## src/sv/dtc_pkg.sv

```systemverilog
// dtc_pkg: shared types and constants of the debounced tally counter
// used by every module of the block; depends on nothing

package dtc_pkg;

    localparam int unsigned DEBOUNCE_W = 16;
    localparam int unsigned CFG_DATA_W = 32;
    localparam int unsigned CFG_IDX_W  = 2;

    // configuration register indexes
    typedef enum logic [CFG_IDX_W-1:0] {
        CFG_DEBOUNCE_TIME = 2'd0,
        CFG_SLEEP_TIMEOUT = 2'd1,
        CFG_COUNT_LIMIT   = 2'd2
    } cfg_index_t;

    // opcode of an input item
    localparam logic OP_SAMPLE = 1'b0;
    localparam logic OP_INIT   = 1'b1;

    // reset values of the configuration registers
    localparam logic [DEBOUNCE_W-1:0] DEBOUNCE_RESET = 16'd20;
    localparam logic [CFG_DATA_W-1:0] SLEEP_RESET    = 32'd30000;
    localparam logic [CFG_DATA_W-1:0] LIMIT_RESET    = 32'd9999;

    typedef struct packed {
        logic        opcode;
        logic        inc_raw;
        logic        rst_raw;
        logic [31:0] now_time;
        logic [31:0] saved_count;
    } in_item_t;

    typedef struct packed {
        logic [31:0] count_value;
        logic        overflow_flag;
        logic        dirty_flag;
        logic        awake_flag;
        logic        inc_level;
        logic        rst_level;
    } out_item_t;

    // debouncer status toward the tally logic
    typedef struct packed {
        logic press;   // qualified press on this item
        logic level;   // stable level after this item
    } deb_status_t;

endpackage

```

## src/sv/dtc_debounce.sv

```systemverilog
// dtc_debounce: timestamp debouncer for one button
// depends on dtc_pkg

module dtc_debounce #(
    parameter int unsigned TIME_WIDTH = 32
) (
    input  logic                            aclk,
    input  logic                            aresetn,
    input  logic                            step,
    input  logic                            init,
    input  logic                            raw,
    input  logic [TIME_WIDTH-1:0]           now_t,
    input  logic [dtc_pkg::DEBOUNCE_W-1:0]  debounce_time,
    output dtc_pkg::deb_status_t            status
);

    localparam int unsigned CMP_W =
        (TIME_WIDTH > dtc_pkg::DEBOUNCE_W) ? TIME_WIDTH : dtc_pkg::DEBOUNCE_W;

    logic                  cand_reg;
    logic                  stable_reg;
    logic [TIME_WIDTH-1:0] since_reg;

    logic [TIME_WIDTH-1:0] since_next;
    logic [TIME_WIDTH-1:0] held;
    logic                  hold_ok;
    logic                  flip;
    logic                  stable_next;

    // a new raw level restarts the hold time
    assign since_next  = (raw != cand_reg) ? now_t : since_reg;
    assign held        = now_t - since_next;
    assign hold_ok     = CMP_W'(held) >= CMP_W'(debounce_time);
    assign flip        = (stable_reg != raw) && hold_ok;
    assign stable_next = flip ? raw : stable_reg;

    assign status.press = flip && raw;
    assign status.level = stable_next;

    always_ff @(posedge aclk) begin
        if (!aresetn) begin
            cand_reg   <= 1'b0;
            stable_reg <= 1'b0;
            since_reg  <= '0;
        end else if (init) begin
            cand_reg   <= 1'b0;
            stable_reg <= 1'b0;
            since_reg  <= now_t;
        end else if (step) begin
            cand_reg   <= raw;
            stable_reg <= stable_next;
            since_reg  <= since_next;
        end
    end

endmodule

```

## src/sv/debounced_tally_counter.sv

```systemverilog
// debounced_tally_counter: top level of the two-button tally counter
// depends on dtc_pkg and dtc_debounce
//
// usage
//   s_valid/s_ready/s_item carry one item per sample: an opcode, raw levels
//   of the increment and reset buttons, a timestamp and a saved count.
//   each accepted item yields exactly one result item on m_valid/m_ready/
//   m_item: the tally, overflow, dirty and awake flags and both debounced
//   button levels after that item.
//   cfg_wr_en/cfg_index/cfg_wdata write debounce time, sleep timeout and
//   count limit; write them only while no item is in flight.
// throughput
//   the result is registered, in the skid register while the main entry is held.
//   one item per cycle is taken as long as results are taken at that rate;
//   all of an item's work is one pass of compare and add logic into state.
// stall
//   a two-entry output buffer (result register plus skid register) lets one
//   more item in while the receiver holds off; s_ready drops only while both
//   entries are full.
// reset
//   aresetn low clears the tally, flags and debouncers, sets awake, loads the
//   default configuration (20, 30000, 9999) and empties the output buffer.

module debounced_tally_counter #(
    parameter int unsigned TIME_WIDTH  = 32,
    parameter int unsigned COUNT_WIDTH = 32
) (
    input  logic                             aclk,
    input  logic                             aresetn,
    // input items
    input  logic                             s_valid,
    output logic                             s_ready,
    input  dtc_pkg::in_item_t                s_item,
    // result items
    output logic                             m_valid,
    input  logic                             m_ready,
    output dtc_pkg::out_item_t               m_item,
    // configuration writes
    input  logic                             cfg_wr_en,
    input  logic [dtc_pkg::CFG_IDX_W-1:0]    cfg_index,
    input  logic [dtc_pkg::CFG_DATA_W-1:0]   cfg_wdata
);

    localparam int unsigned SLEEP_CMP_W =
        (TIME_WIDTH > dtc_pkg::CFG_DATA_W) ? TIME_WIDTH : dtc_pkg::CFG_DATA_W;

    // configuration
    logic [dtc_pkg::DEBOUNCE_W-1:0] debounce_time_reg;
    logic [dtc_pkg::CFG_DATA_W-1:0] sleep_timeout_reg;
    logic [dtc_pkg::CFG_DATA_W-1:0] count_limit_reg;

    // counter state
    logic [COUNT_WIDTH-1:0] tally_reg, tally_next;
    logic                   overflow_reg, overflow_next;
    logic                   dirty_reg, dirty_next;
    logic                   awake_reg, awake_next;
    logic [TIME_WIDTH-1:0]  last_press_reg, last_press_next;

    // output buffer
    logic                 main_valid_reg, skid_valid_reg;
    dtc_pkg::out_item_t   main_reg, skid_reg;
    dtc_pkg::out_item_t   result;

    logic                  push, pop;
    logic                  do_init, do_sample;
    logic [TIME_WIDTH-1:0] now_t;
    logic [TIME_WIDTH-1:0] idle_time;
    logic [COUNT_WIDTH-1:0] limit;
    logic                  limit_clipped;
    dtc_pkg::deb_status_t  inc_st, rst_st;

    assign s_ready   = !skid_valid_reg;
    assign push      = s_valid && s_ready;
    assign pop       = main_valid_reg && m_ready;
    assign do_init   = push && (s_item.opcode == dtc_pkg::OP_INIT);
    assign do_sample = push && (s_item.opcode == dtc_pkg::OP_SAMPLE);

    // timestamps live at TIME_WIDTH, differences wrap there
    assign now_t = TIME_WIDTH'(s_item.now_time);

    // limit saturated to the widest tally value
    assign limit_clipped = (count_limit_reg >> COUNT_WIDTH) != '0;
    assign limit         = limit_clipped ? '1 : COUNT_WIDTH'(count_limit_reg);

    // configuration writes
    always_ff @(posedge aclk) begin
        if (!aresetn) begin
            debounce_time_reg <= dtc_pkg::DEBOUNCE_RESET;
            sleep_timeout_reg <= dtc_pkg::SLEEP_RESET;
            count_limit_reg   <= dtc_pkg::LIMIT_RESET;
        end else if (cfg_wr_en) begin
            case (cfg_index)
                dtc_pkg::CFG_DEBOUNCE_TIME: begin
                    debounce_time_reg <= cfg_wdata[dtc_pkg::DEBOUNCE_W-1:0];
                end
                dtc_pkg::CFG_SLEEP_TIMEOUT: begin
                    sleep_timeout_reg <= cfg_wdata;
                end
                dtc_pkg::CFG_COUNT_LIMIT: begin
                    count_limit_reg <= cfg_wdata;
                end
                default: begin
                    // unused index, write dropped
                end
            endcase
        end
    end

    // one debouncer per button
    dtc_debounce #(
        .TIME_WIDTH (TIME_WIDTH)
    ) u_inc_deb (
        .aclk          (aclk),
        .aresetn       (aresetn),
        .step          (do_sample),
        .init          (do_init),
        .raw           (s_item.inc_raw),
        .now_t         (now_t),
        .debounce_time (debounce_time_reg),
        .status        (inc_st)
    );

    dtc_debounce #(
        .TIME_WIDTH (TIME_WIDTH)
    ) u_rst_deb (
        .aclk          (aclk),
        .aresetn       (aresetn),
        .step          (do_sample),
        .init          (do_init),
        .raw           (s_item.rst_raw),
        .now_t         (now_t),
        .debounce_time (debounce_time_reg),
        .status        (rst_st)
    );

    // tally update for one item
    always_comb begin
        tally_next      = tally_reg;
        overflow_next   = overflow_reg;
        dirty_next      = dirty_reg;
        awake_next      = awake_reg;
        last_press_next = last_press_reg;
        idle_time       = '0;
        if (s_item.opcode == dtc_pkg::OP_INIT) begin
            // saved count restored, or zero when it is beyond the limit
            tally_next      = (s_item.saved_count <= 32'(limit))
                              ? COUNT_WIDTH'(s_item.saved_count) : '0;
            overflow_next   = 1'b0;
            dirty_next      = 1'b0;
            awake_next      = 1'b1;
            last_press_next = now_t;
        end else begin
            if (inc_st.press || rst_st.press) begin
                awake_next      = 1'b1;
                last_press_next = now_t;
                if (rst_st.press) begin
                    // reset wins over a simultaneous increment
                    tally_next    = '0;
                    overflow_next = 1'b0;
                    dirty_next    = 1'b1;
                end else if (!rst_st.level) begin
                    if (tally_reg < limit) begin
                        tally_next = tally_reg + COUNT_WIDTH'(1);
                        dirty_next = 1'b1;
                    end else begin
                        overflow_next = 1'b1;
                    end
                end
            end
            // sleep check after any press of this item
            idle_time = now_t - last_press_next;
            if (SLEEP_CMP_W'(idle_time) >= SLEEP_CMP_W'(sleep_timeout_reg)) begin
                awake_next = 1'b0;
            end
        end
    end

    always_ff @(posedge aclk) begin
        if (!aresetn) begin
            tally_reg      <= '0;
            overflow_reg   <= 1'b0;
            dirty_reg      <= 1'b0;
            awake_reg      <= 1'b1;
            last_press_reg <= '0;
        end else if (push) begin
            tally_reg      <= tally_next;
            overflow_reg   <= overflow_next;
            dirty_reg      <= dirty_next;
            awake_reg      <= awake_next;
            last_press_reg <= last_press_next;
        end
    end

    // result item as seen after this item
    always_comb begin
        result.count_value   = 32'(tally_next);
        result.overflow_flag = overflow_next;
        result.dirty_flag    = dirty_next;
        result.awake_flag    = awake_next;
        // init clears both debouncers, so both levels read low
        result.inc_level     = (s_item.opcode == dtc_pkg::OP_INIT) ? 1'b0 : inc_st.level;
        result.rst_level     = (s_item.opcode == dtc_pkg::OP_INIT) ? 1'b0 : rst_st.level;
    end

    // two-entry output buffer: skid fills only when the result register is held
    always_ff @(posedge aclk) begin
        if (!aresetn) begin
            main_valid_reg <= 1'b0;
            skid_valid_reg <= 1'b0;
        end else if (pop) begin
            if (skid_valid_reg) begin
                main_valid_reg <= 1'b1;
                skid_valid_reg <= 1'b0;
            end else begin
                main_valid_reg <= push;
            end
        end else if (push) begin
            if (main_valid_reg) begin
                skid_valid_reg <= 1'b1;
            end else begin
                main_valid_reg <= 1'b1;
            end
        end
    end

    always_ff @(posedge aclk) begin
        if (pop) begin
            if (skid_valid_reg) begin
                main_reg <= skid_reg;
            end else if (push) begin
                main_reg <= result;
            end
        end else if (push) begin
            if (main_valid_reg) begin
                skid_reg <= result;
            end else begin
                main_reg <= result;
            end
        end
    end

    assign m_valid = main_valid_reg;
    assign m_item  = main_reg;

endmodule

```

## config.mk

```make
export PLATFORM = sky130hd
export DESIGN_NAME = debounced_tally_counter
export DESIGN_NICKNAME = d
export VERILOG_FILES = /design/src/sv/dtc_pkg.sv /design/src/sv/dtc_debounce.sv /design/src/sv/debounced_tally_counter.sv
export SDC_FILE = /design/constraint.sdc
export NUM_CORES = 1
export LEC_CHECK = 0
export BUFFER_PORTS_ARGS = -buffer_cell sky130_fd_sc_hd__buf_2
export CAP_MARGIN = 20
export CORE_UTILIZATION = 40
export CTS_BUF_LIST = sky130_fd_sc_hd__clkbuf_16
export DETAILED_ROUTE_END_ITERATION = 6
export HOLD_SLACK_MARGIN = 0.1
export SYNTH_ARGS = -nofsm -noshare
export SYNTH_HDL_FRONTEND = slang
export SYNTH_SLANG_ARGS = --single-unit
```

## constraint.sdc

```tcl
create_clock -name aclk -period 11.35 [get_ports aclk]
set_clock_uncertainty 0.15 [all_clocks]
set_input_delay 0.5675 -clock aclk [delete_from_list [all_inputs] [get_ports aclk]]
set_output_delay 0.5675 -clock aclk [all_outputs]
set_load 0.01 [all_outputs]
```

# == After elaboration in Yosys (flattened, before gate mapping) ==
# Index checks and enable logic that the tools add are counted.
# totals
in_bits,106
wordCells,109
output_inout_bits,39
ff_bits,291
# op_classes
mux,40
n_eq_ne,7
bitwise,3
n_lt_le_gt_ge,5
n_addsub,4
n_reduce_logical,22
# op_table
cell,count
two-way mux 32 bit,15
two-way mux 37 bit,5
subtractor 32 bit,3
greater-or-equal comparator 32 x 16 -> 1 bit,2
adder 32 x 1 -> 32 bit (second input constant),1
greater-or-equal comparator 32 bit,1
less-or-equal comparator 32 bit,1
less-than comparator 32 bit,1
two-way mux 1 bit,20
logical AND 1 bit,8
AND reduction 2 bit,4
AND reduction 3 bit,2
nonzero test 2 bit,3
!= test 1 bit,4
OR reduction 2 bit,2
inverter 1 bit,3
equality test 2 x 1 -> 1 bit (second input constant),1
equality test 2 bit (second input constant),1
logical NOT 2 bit,1
!= test 2 x 1 -> 1 bit (second input constant),1
logical NOT 1 bit,1
logical OR 1 bit,1

# == Longest topological paths before layout ==
# logic_depth
depth_word,16
depth_mapped,59

# == Modules after synthesis ==
# From an unflattened synthesis, not the netlist that was laid out.
# unflattened
cells_unflattened,2792
hier_area_um2,22633.0
# modules_own_cells
mod,area_per_inst_um2,cells_each,seq_area_each_um2,n_inst
debounced_tally_counter,13715.7,1572,5205.0,1
dtc_debounce at u_inc_deb,4565.6,626,680.7,1
dtc_debounce at u_rst_deb,4351.7,594,680.7,1

# == Worst setup path before layout ==
# No wires, ideal clock.
# synth_path
path_type,input port to flip-flop
startpoint,in s_item[65] in the netlist's numbering
endpoint,"reg main_reg, in the netlist m_item[2], data pin"
path_buffers,4
stages,57
slack_ps,782
required_time_ps,11054
arrival_ps,10272
setup_ps,146
path_cell_list,xnor2_1 clkbuf_1 clkbuf_1 buf_1 nand2_1 o21ai_0 ha_1 inv_1 ha_1 a21oi_1 a2bb2oi_1 a211o_1 nand2_1 a21oi_1 xnor2_1 ha_1 a21oi_1 nor2b_1 [... 21 more ...] a311oi_1 or2_1 o31a_1 nand2b_1 xor2_1 ha_1 nor2b_1 o21ai_0 nand2b_1 a21oi_1 nor2b_1 o21ai_0 nand2b_1 a21oi_1 nor3_1 nor4_1 a31oi_1 a21oi_1
# synth_via
elab_chain_cells,16
# synth_lines
element,line_no,rtl
"start, declared",debounced_tally_counter.sv:33,"input dtc_pkg::in_item_t s_item,"
!= test 1 bit,dtc_debounce.sv:31,assign since_next = (raw != cand_reg) ? now_t : since_reg;
two-way mux 32 bit,dtc_debounce.sv:31,
subtractor 32 bit,dtc_debounce.sv:32,assign held = now_t - since_next;
greater-or-equal comparator 32 x 16 -> 1 bit,dtc_debounce.sv:33,assign hold_ok = CMP_W'(held) >= CMP_W'(debounce_time);
logical AND 1 bit,dtc_debounce.sv:34,assign flip = (stable_reg != raw) && hold_ok;
logical AND 1 bit (*),dtc_debounce.sv:37,assign status.press = flip && raw;
logical OR 1 bit (*),debounced_tally_counter.sv:153,if (inc_st.press || rst_st.press) begin
two-way mux 32 bit,debounced_tally_counter.sv:153,
two-way mux 32 bit,debounced_tally_counter.sv:144,if (s_item.opcode == dtc_pkg::OP_INIT) begin
subtractor 32 bit,debounced_tally_counter.sv:171,idle_time = now_t - last_press_next;
greater-or-equal comparator 32 bit,debounced_tally_counter.sv:172,if (SLEEP_CMP_W'(idle_time) >= SLEEP_CMP_W'(sleep_timeout_reg)) begin
two-way mux 1 bit (*),debounced_tally_counter.sv:172,
two-way mux 1 bit (*),debounced_tally_counter.sv:144,
"two-way mux 37 bit, on equally long branches","debounced_tally_counter.sv:234, debounced_tally_counter.sv:230",
"two-way mux 37 bit, on equally long branches","debounced_tally_counter.sv:233, debounced_tally_counter.sv:228",
two-way mux 37 bit (*),debounced_tally_counter.sv:227,if (pop) begin
"end signal, assigned",debounced_tally_counter.sv:229,main_reg <= skid_reg;
"end signal, assigned",debounced_tally_counter.sv:231,main_reg <= result;
"end signal, assigned",debounced_tally_counter.sv:237,main_reg <= result;
"end, declared",debounced_tally_counter.sv:61,"dtc_pkg::out_item_t main_reg, skid_reg;"
# Every way passes the cells marked *; elsewhere a longest branch is shown, timed or not. The select of a mux whose other input is x is not followed.
# A chain may end at the register's enable or synchronous reset.

# == Worst setup path in the final report ==
# layout_path
startpoint,reg u_inc_deb.cand_reg
endpoint,"reg main_reg, in the netlist m_item[2], data pin"
# layout_via
elab_chain_cells,16
# layout_lines
element,line_no,rtl
"start, declared",dtc_debounce.sv:20,logic cand_reg;
"start signal, assigned",dtc_debounce.sv:50,cand_reg <= raw;
!= test 1 bit (*),dtc_debounce.sv:31,
two-way mux 32 bit (*),dtc_debounce.sv:31,
subtractor 32 bit (*),dtc_debounce.sv:32,
greater-or-equal comparator 32 x 16 -> 1 bit (*),dtc_debounce.sv:33,
logical AND 1 bit (*),dtc_debounce.sv:34,
logical AND 1 bit (*),dtc_debounce.sv:37,
logical OR 1 bit (*),debounced_tally_counter.sv:153,
two-way mux 32 bit,debounced_tally_counter.sv:153,
two-way mux 32 bit,debounced_tally_counter.sv:144,
subtractor 32 bit,debounced_tally_counter.sv:171,
greater-or-equal comparator 32 bit,debounced_tally_counter.sv:172,
two-way mux 1 bit (*),debounced_tally_counter.sv:172,
two-way mux 1 bit (*),debounced_tally_counter.sv:144,
"two-way mux 37 bit, on equally long branches","debounced_tally_counter.sv:234, debounced_tally_counter.sv:230",
"two-way mux 37 bit, on equally long branches","debounced_tally_counter.sv:233, debounced_tally_counter.sv:228",
two-way mux 37 bit (*),debounced_tally_counter.sv:227,
# Marks and branches as above.

==> results.md <==
- Dominant cell type by area after synthesis: dfxtp_1
- Iteration-0 DRC Markers: about 1,600
- Reg clk slew, reported paths: approximately 0.070 ns
- Top post-synthesis cells by area: dfxtp_1 (20%), ha_1 (12%), edfxtp_1 (10%), nand2_1 (8.8%), a21oi_1 (7.5%)
- Final worst-path cycle share: 92.93%
- Yosys Warn Count: 0
- Sw Pwr: 1147 uW
- Std-Cell Rows: 84
- Crit-path slowest cell: a311oi_1
- Final core utilization: 45.91%
- Post-synth ARST share: 0%
- First-pass GRT wire length: 107,400 um
- Hold_sp: cfg_wdata[5]
- Top delay family on crit path: compound AO/OA/AOI/OAI gates
- Peak Freq: 0.09481 GHz
- Post-synth top flop: dfxtp_1
- Reg2Reg Launch Point: u_inc_deb.cand_reg
- Post-Synth Simple-Gate Area: 20.09%
- Req. time, crit path: between 10 and 15 ns
- Final Max Tran Viols: 0
- Area after DPL: around 0.023 mm^2
- H-tree levels: 2
- Sw Ratio: 34.06%
- CTS tree: done
- PnR worst setup slack: around 0.80 ns
- RD Place Congestion: 0.9569
- Initial antenna violation count: 2
- Cell mode on critical path: a21oi_1
- Slew @ Worst Pin: 1.084 ns
- Hold Path Class: in2reg
- TritonCTS Buffers: 35
- Syn avg cell area: about 8 um^2
- Nets: 3,092
- Critical path arrival: 10.83 ns
- WP buf/inv: 3
- Via Count: 20,201
- Die height: 233.4 um
- Seq cells post-synth: 291
- Gr usage total: 24.95%
- Top-area cell type share of the netlist area: 20.28%
- Pwr/cell area: 139.1 mW/mm^2
- Gate count of the mapped netlist: 2,692
- GRT Residual Overflow: 0
- Deepest clock path buffer count: 3
- Status: finished, violations left
- Syn nets: roughly 3,000
- Pre-CTS setup slack: approximately 0.29 ns
- Gate power share: 30.2%
- Routed length per instance: 19.61 um
- Worst R2R Setup Slack: between 0.8 and 0.9 ns
- Final hold viol count: 0
- Starting density of the core: between 40% and 50%
- Core area: 0.05276 mm^2
- Register area share after synthesis: between 30% and 40%
- Worst setup EP type: flip-flop
- Post-synth EDFFs: 74
- Sequential share of power: 34.4%
- RSZ-0062 raised after global routing: no
- Crit Path Max Fanout: 7
- TNS Setup: 0 ns
- Post-route cell area: 0.02422 mm^2
- Main combinational cell family by area after synthesis: compound AO/OA/AOI/OAI gates
- Clock Sinks: 291
- Adder-Cell Fraction of Synth Area: 12.07%
- Reg-to-reg endpoint: m_item[2]
- Worst slew margin: about 28%
- Vias in the first global route: 19,041
- Pin count of the biggest net entering global routing: 94
- Die W: 233.4 um
- Via/cell ratio: about 5.8
- Max VDD drop: just under 90 uV
- Root buffer cell: clkbuf_16
- Layout cells sized above 1: between 10% and 20%
- Violated checks: DRC
- Router iterations before antenna repair: 7
- Leak pwr: 0.009708 uW
- Clk_lat worst skew: 0.58 ns
- DRC errors left: 28
- Min cycle time layout: 10.55 ns
- Top cells by count, synth: nand2_1 (500), a21oi_1 (323), dfxtp_1 (217)
- CP peak stage delay: 0.51 ns
- Synth Area in Compound Gates: ~23%
- Hold path depth: 3
- Distinct cell type count of the synthesized netlist: 83
- Depth of the worst register-to-register path: 54
- Final Setup Violations: 0
- Port Buf Inserts: between 100 and 150
- CP startpoint kind: flip-flop
- Detailed Route WL: 68,620 um
- Mapped Area: 0.02142 mm^2
- Clk pwr share: 35.4%
- Max cap viols: 0
- Syn-to-layout area delta: 13.08%
- Die ar.: 0.05448 mm^2
- Antenna Nets Post-Route: 0
- Pint: 2221 uW
- XOR/XNOR Fraction of Synth Area: 4.328%
- Post-synthesis mux area share: 5.269%
- Most frequent cell after synthesis: nand2_1
- Hold worst-path end: count_limit_reg[5]
- Post-DP HPWL: 52,440 um
- Ports: 145
- Critical path class: reg2reg
## what timing repair did
action | 4_1_cts | 5_1_grt
hold endpoints to repair | 12 | 0
setup endpoints to repair | 0 | 3
buffers inserted | 0 | 0
hold buffers | 11 | 0
resized for setup | 0 | 8
## worst register-to-register path: cells and delay by family, from the launching register on
family | cells | cell delay, ns
AOI/OAI and AO/OA | 24 | 4.68
and+or+nand+nor | 18 | 2.84
adders and majority gates | 6 | 1.55
xor gates and xnor gates | 3 | 0.48
DFF | 1 | 0.45
buffers and inverters | 3 | 0.31
## cell usage in the layout, fill, tap and decap left out, types with 50 or more instances in the layout
| cell type | instances |
|---|---|
| ha_1 | 201 |
| buf_2 | 144 |
| xnor2_1 | 57 |
| edfxtp_1 | 74 |
| a21o_1 | 51 |
| a21oi_1 | 318 |
| nand2_1 | 500 |
| nor2_1 | 97 |
| dfxtp_1 | 216 |
| o21ai_0 | 144 |
| mux2i_1 | 79 |
| inv_1 | 138 |
| nor2b_1 | 50 |
## through the flow
step,std cells,total power (uW),hold WS (ns)
floorplan,2692,1878,0.2821
global placement,3423,2164,0.2922
detailed placement,3423,2176,0.2969
CTS,3497,3385,0.1022
global route,3499,3562,0.1159
finish,3499,3368,0.1277
## worst max-delay path by stage
stage	startpoint	to	slack (ns)	cells past startpoint
floorplan	s_item[65]	m_item[2]	0.78	57
global route	u_inc_deb.cand_reg	m_item[2]	0.004	54
global placement	s_item[65]	m_item[2]	0.63	53
finish	u_inc_deb.cand_reg	m_item[2]	0.80	54
CTS	u_inc_deb.cand_reg	m_item[2]	0.48	52
detailed placement	s_item[65]	m_item[2]	0.29	53
## cells by family (layout without fill, tap and decap cells)
kind of cell,after synthesis,in the layout
AO/OA/AOI/OAI,787,787
XOR/XNOR,105,105
adder cells (fa/ha/maj),207,207
buffers and inverters,264,382
flip-flops,291,291
multiplexers,109,109
other,0,1
AND/OR/NAND/NOR,929,929
## cell type report
type                       instances  area [um^2]
fill                            5279        28540
multi-input combinational       2137        14010
sequential                       291         6568
timing repair buffer             187         1082
clock buffer                      35        875.8
tap                              688        860.8
inverter                         132        500.5
clock inverter                    28        320.3
antenna                            1        2.502
## routing by layer
layer	global-route usage (%)	share of wire, %
met4	8.584	3.0
met1	34.10	46
met3	2.612	5.2
met5	0	0.019
met2	40.67	45
## power by group through the flow
stage	Combinational (uW)	Sequential [uW]	Clock, uW
6_report	1020	1160	1190
5_1_grt	1130	1170	1270
4_1_cts	1010	1160	1220
3_5_place_dp	995	1180	0
3_3_place_gp	985	1180	0
2_1_floorplan	700	1180	0
Note: power is estimated with default switching activity, not from simulation.
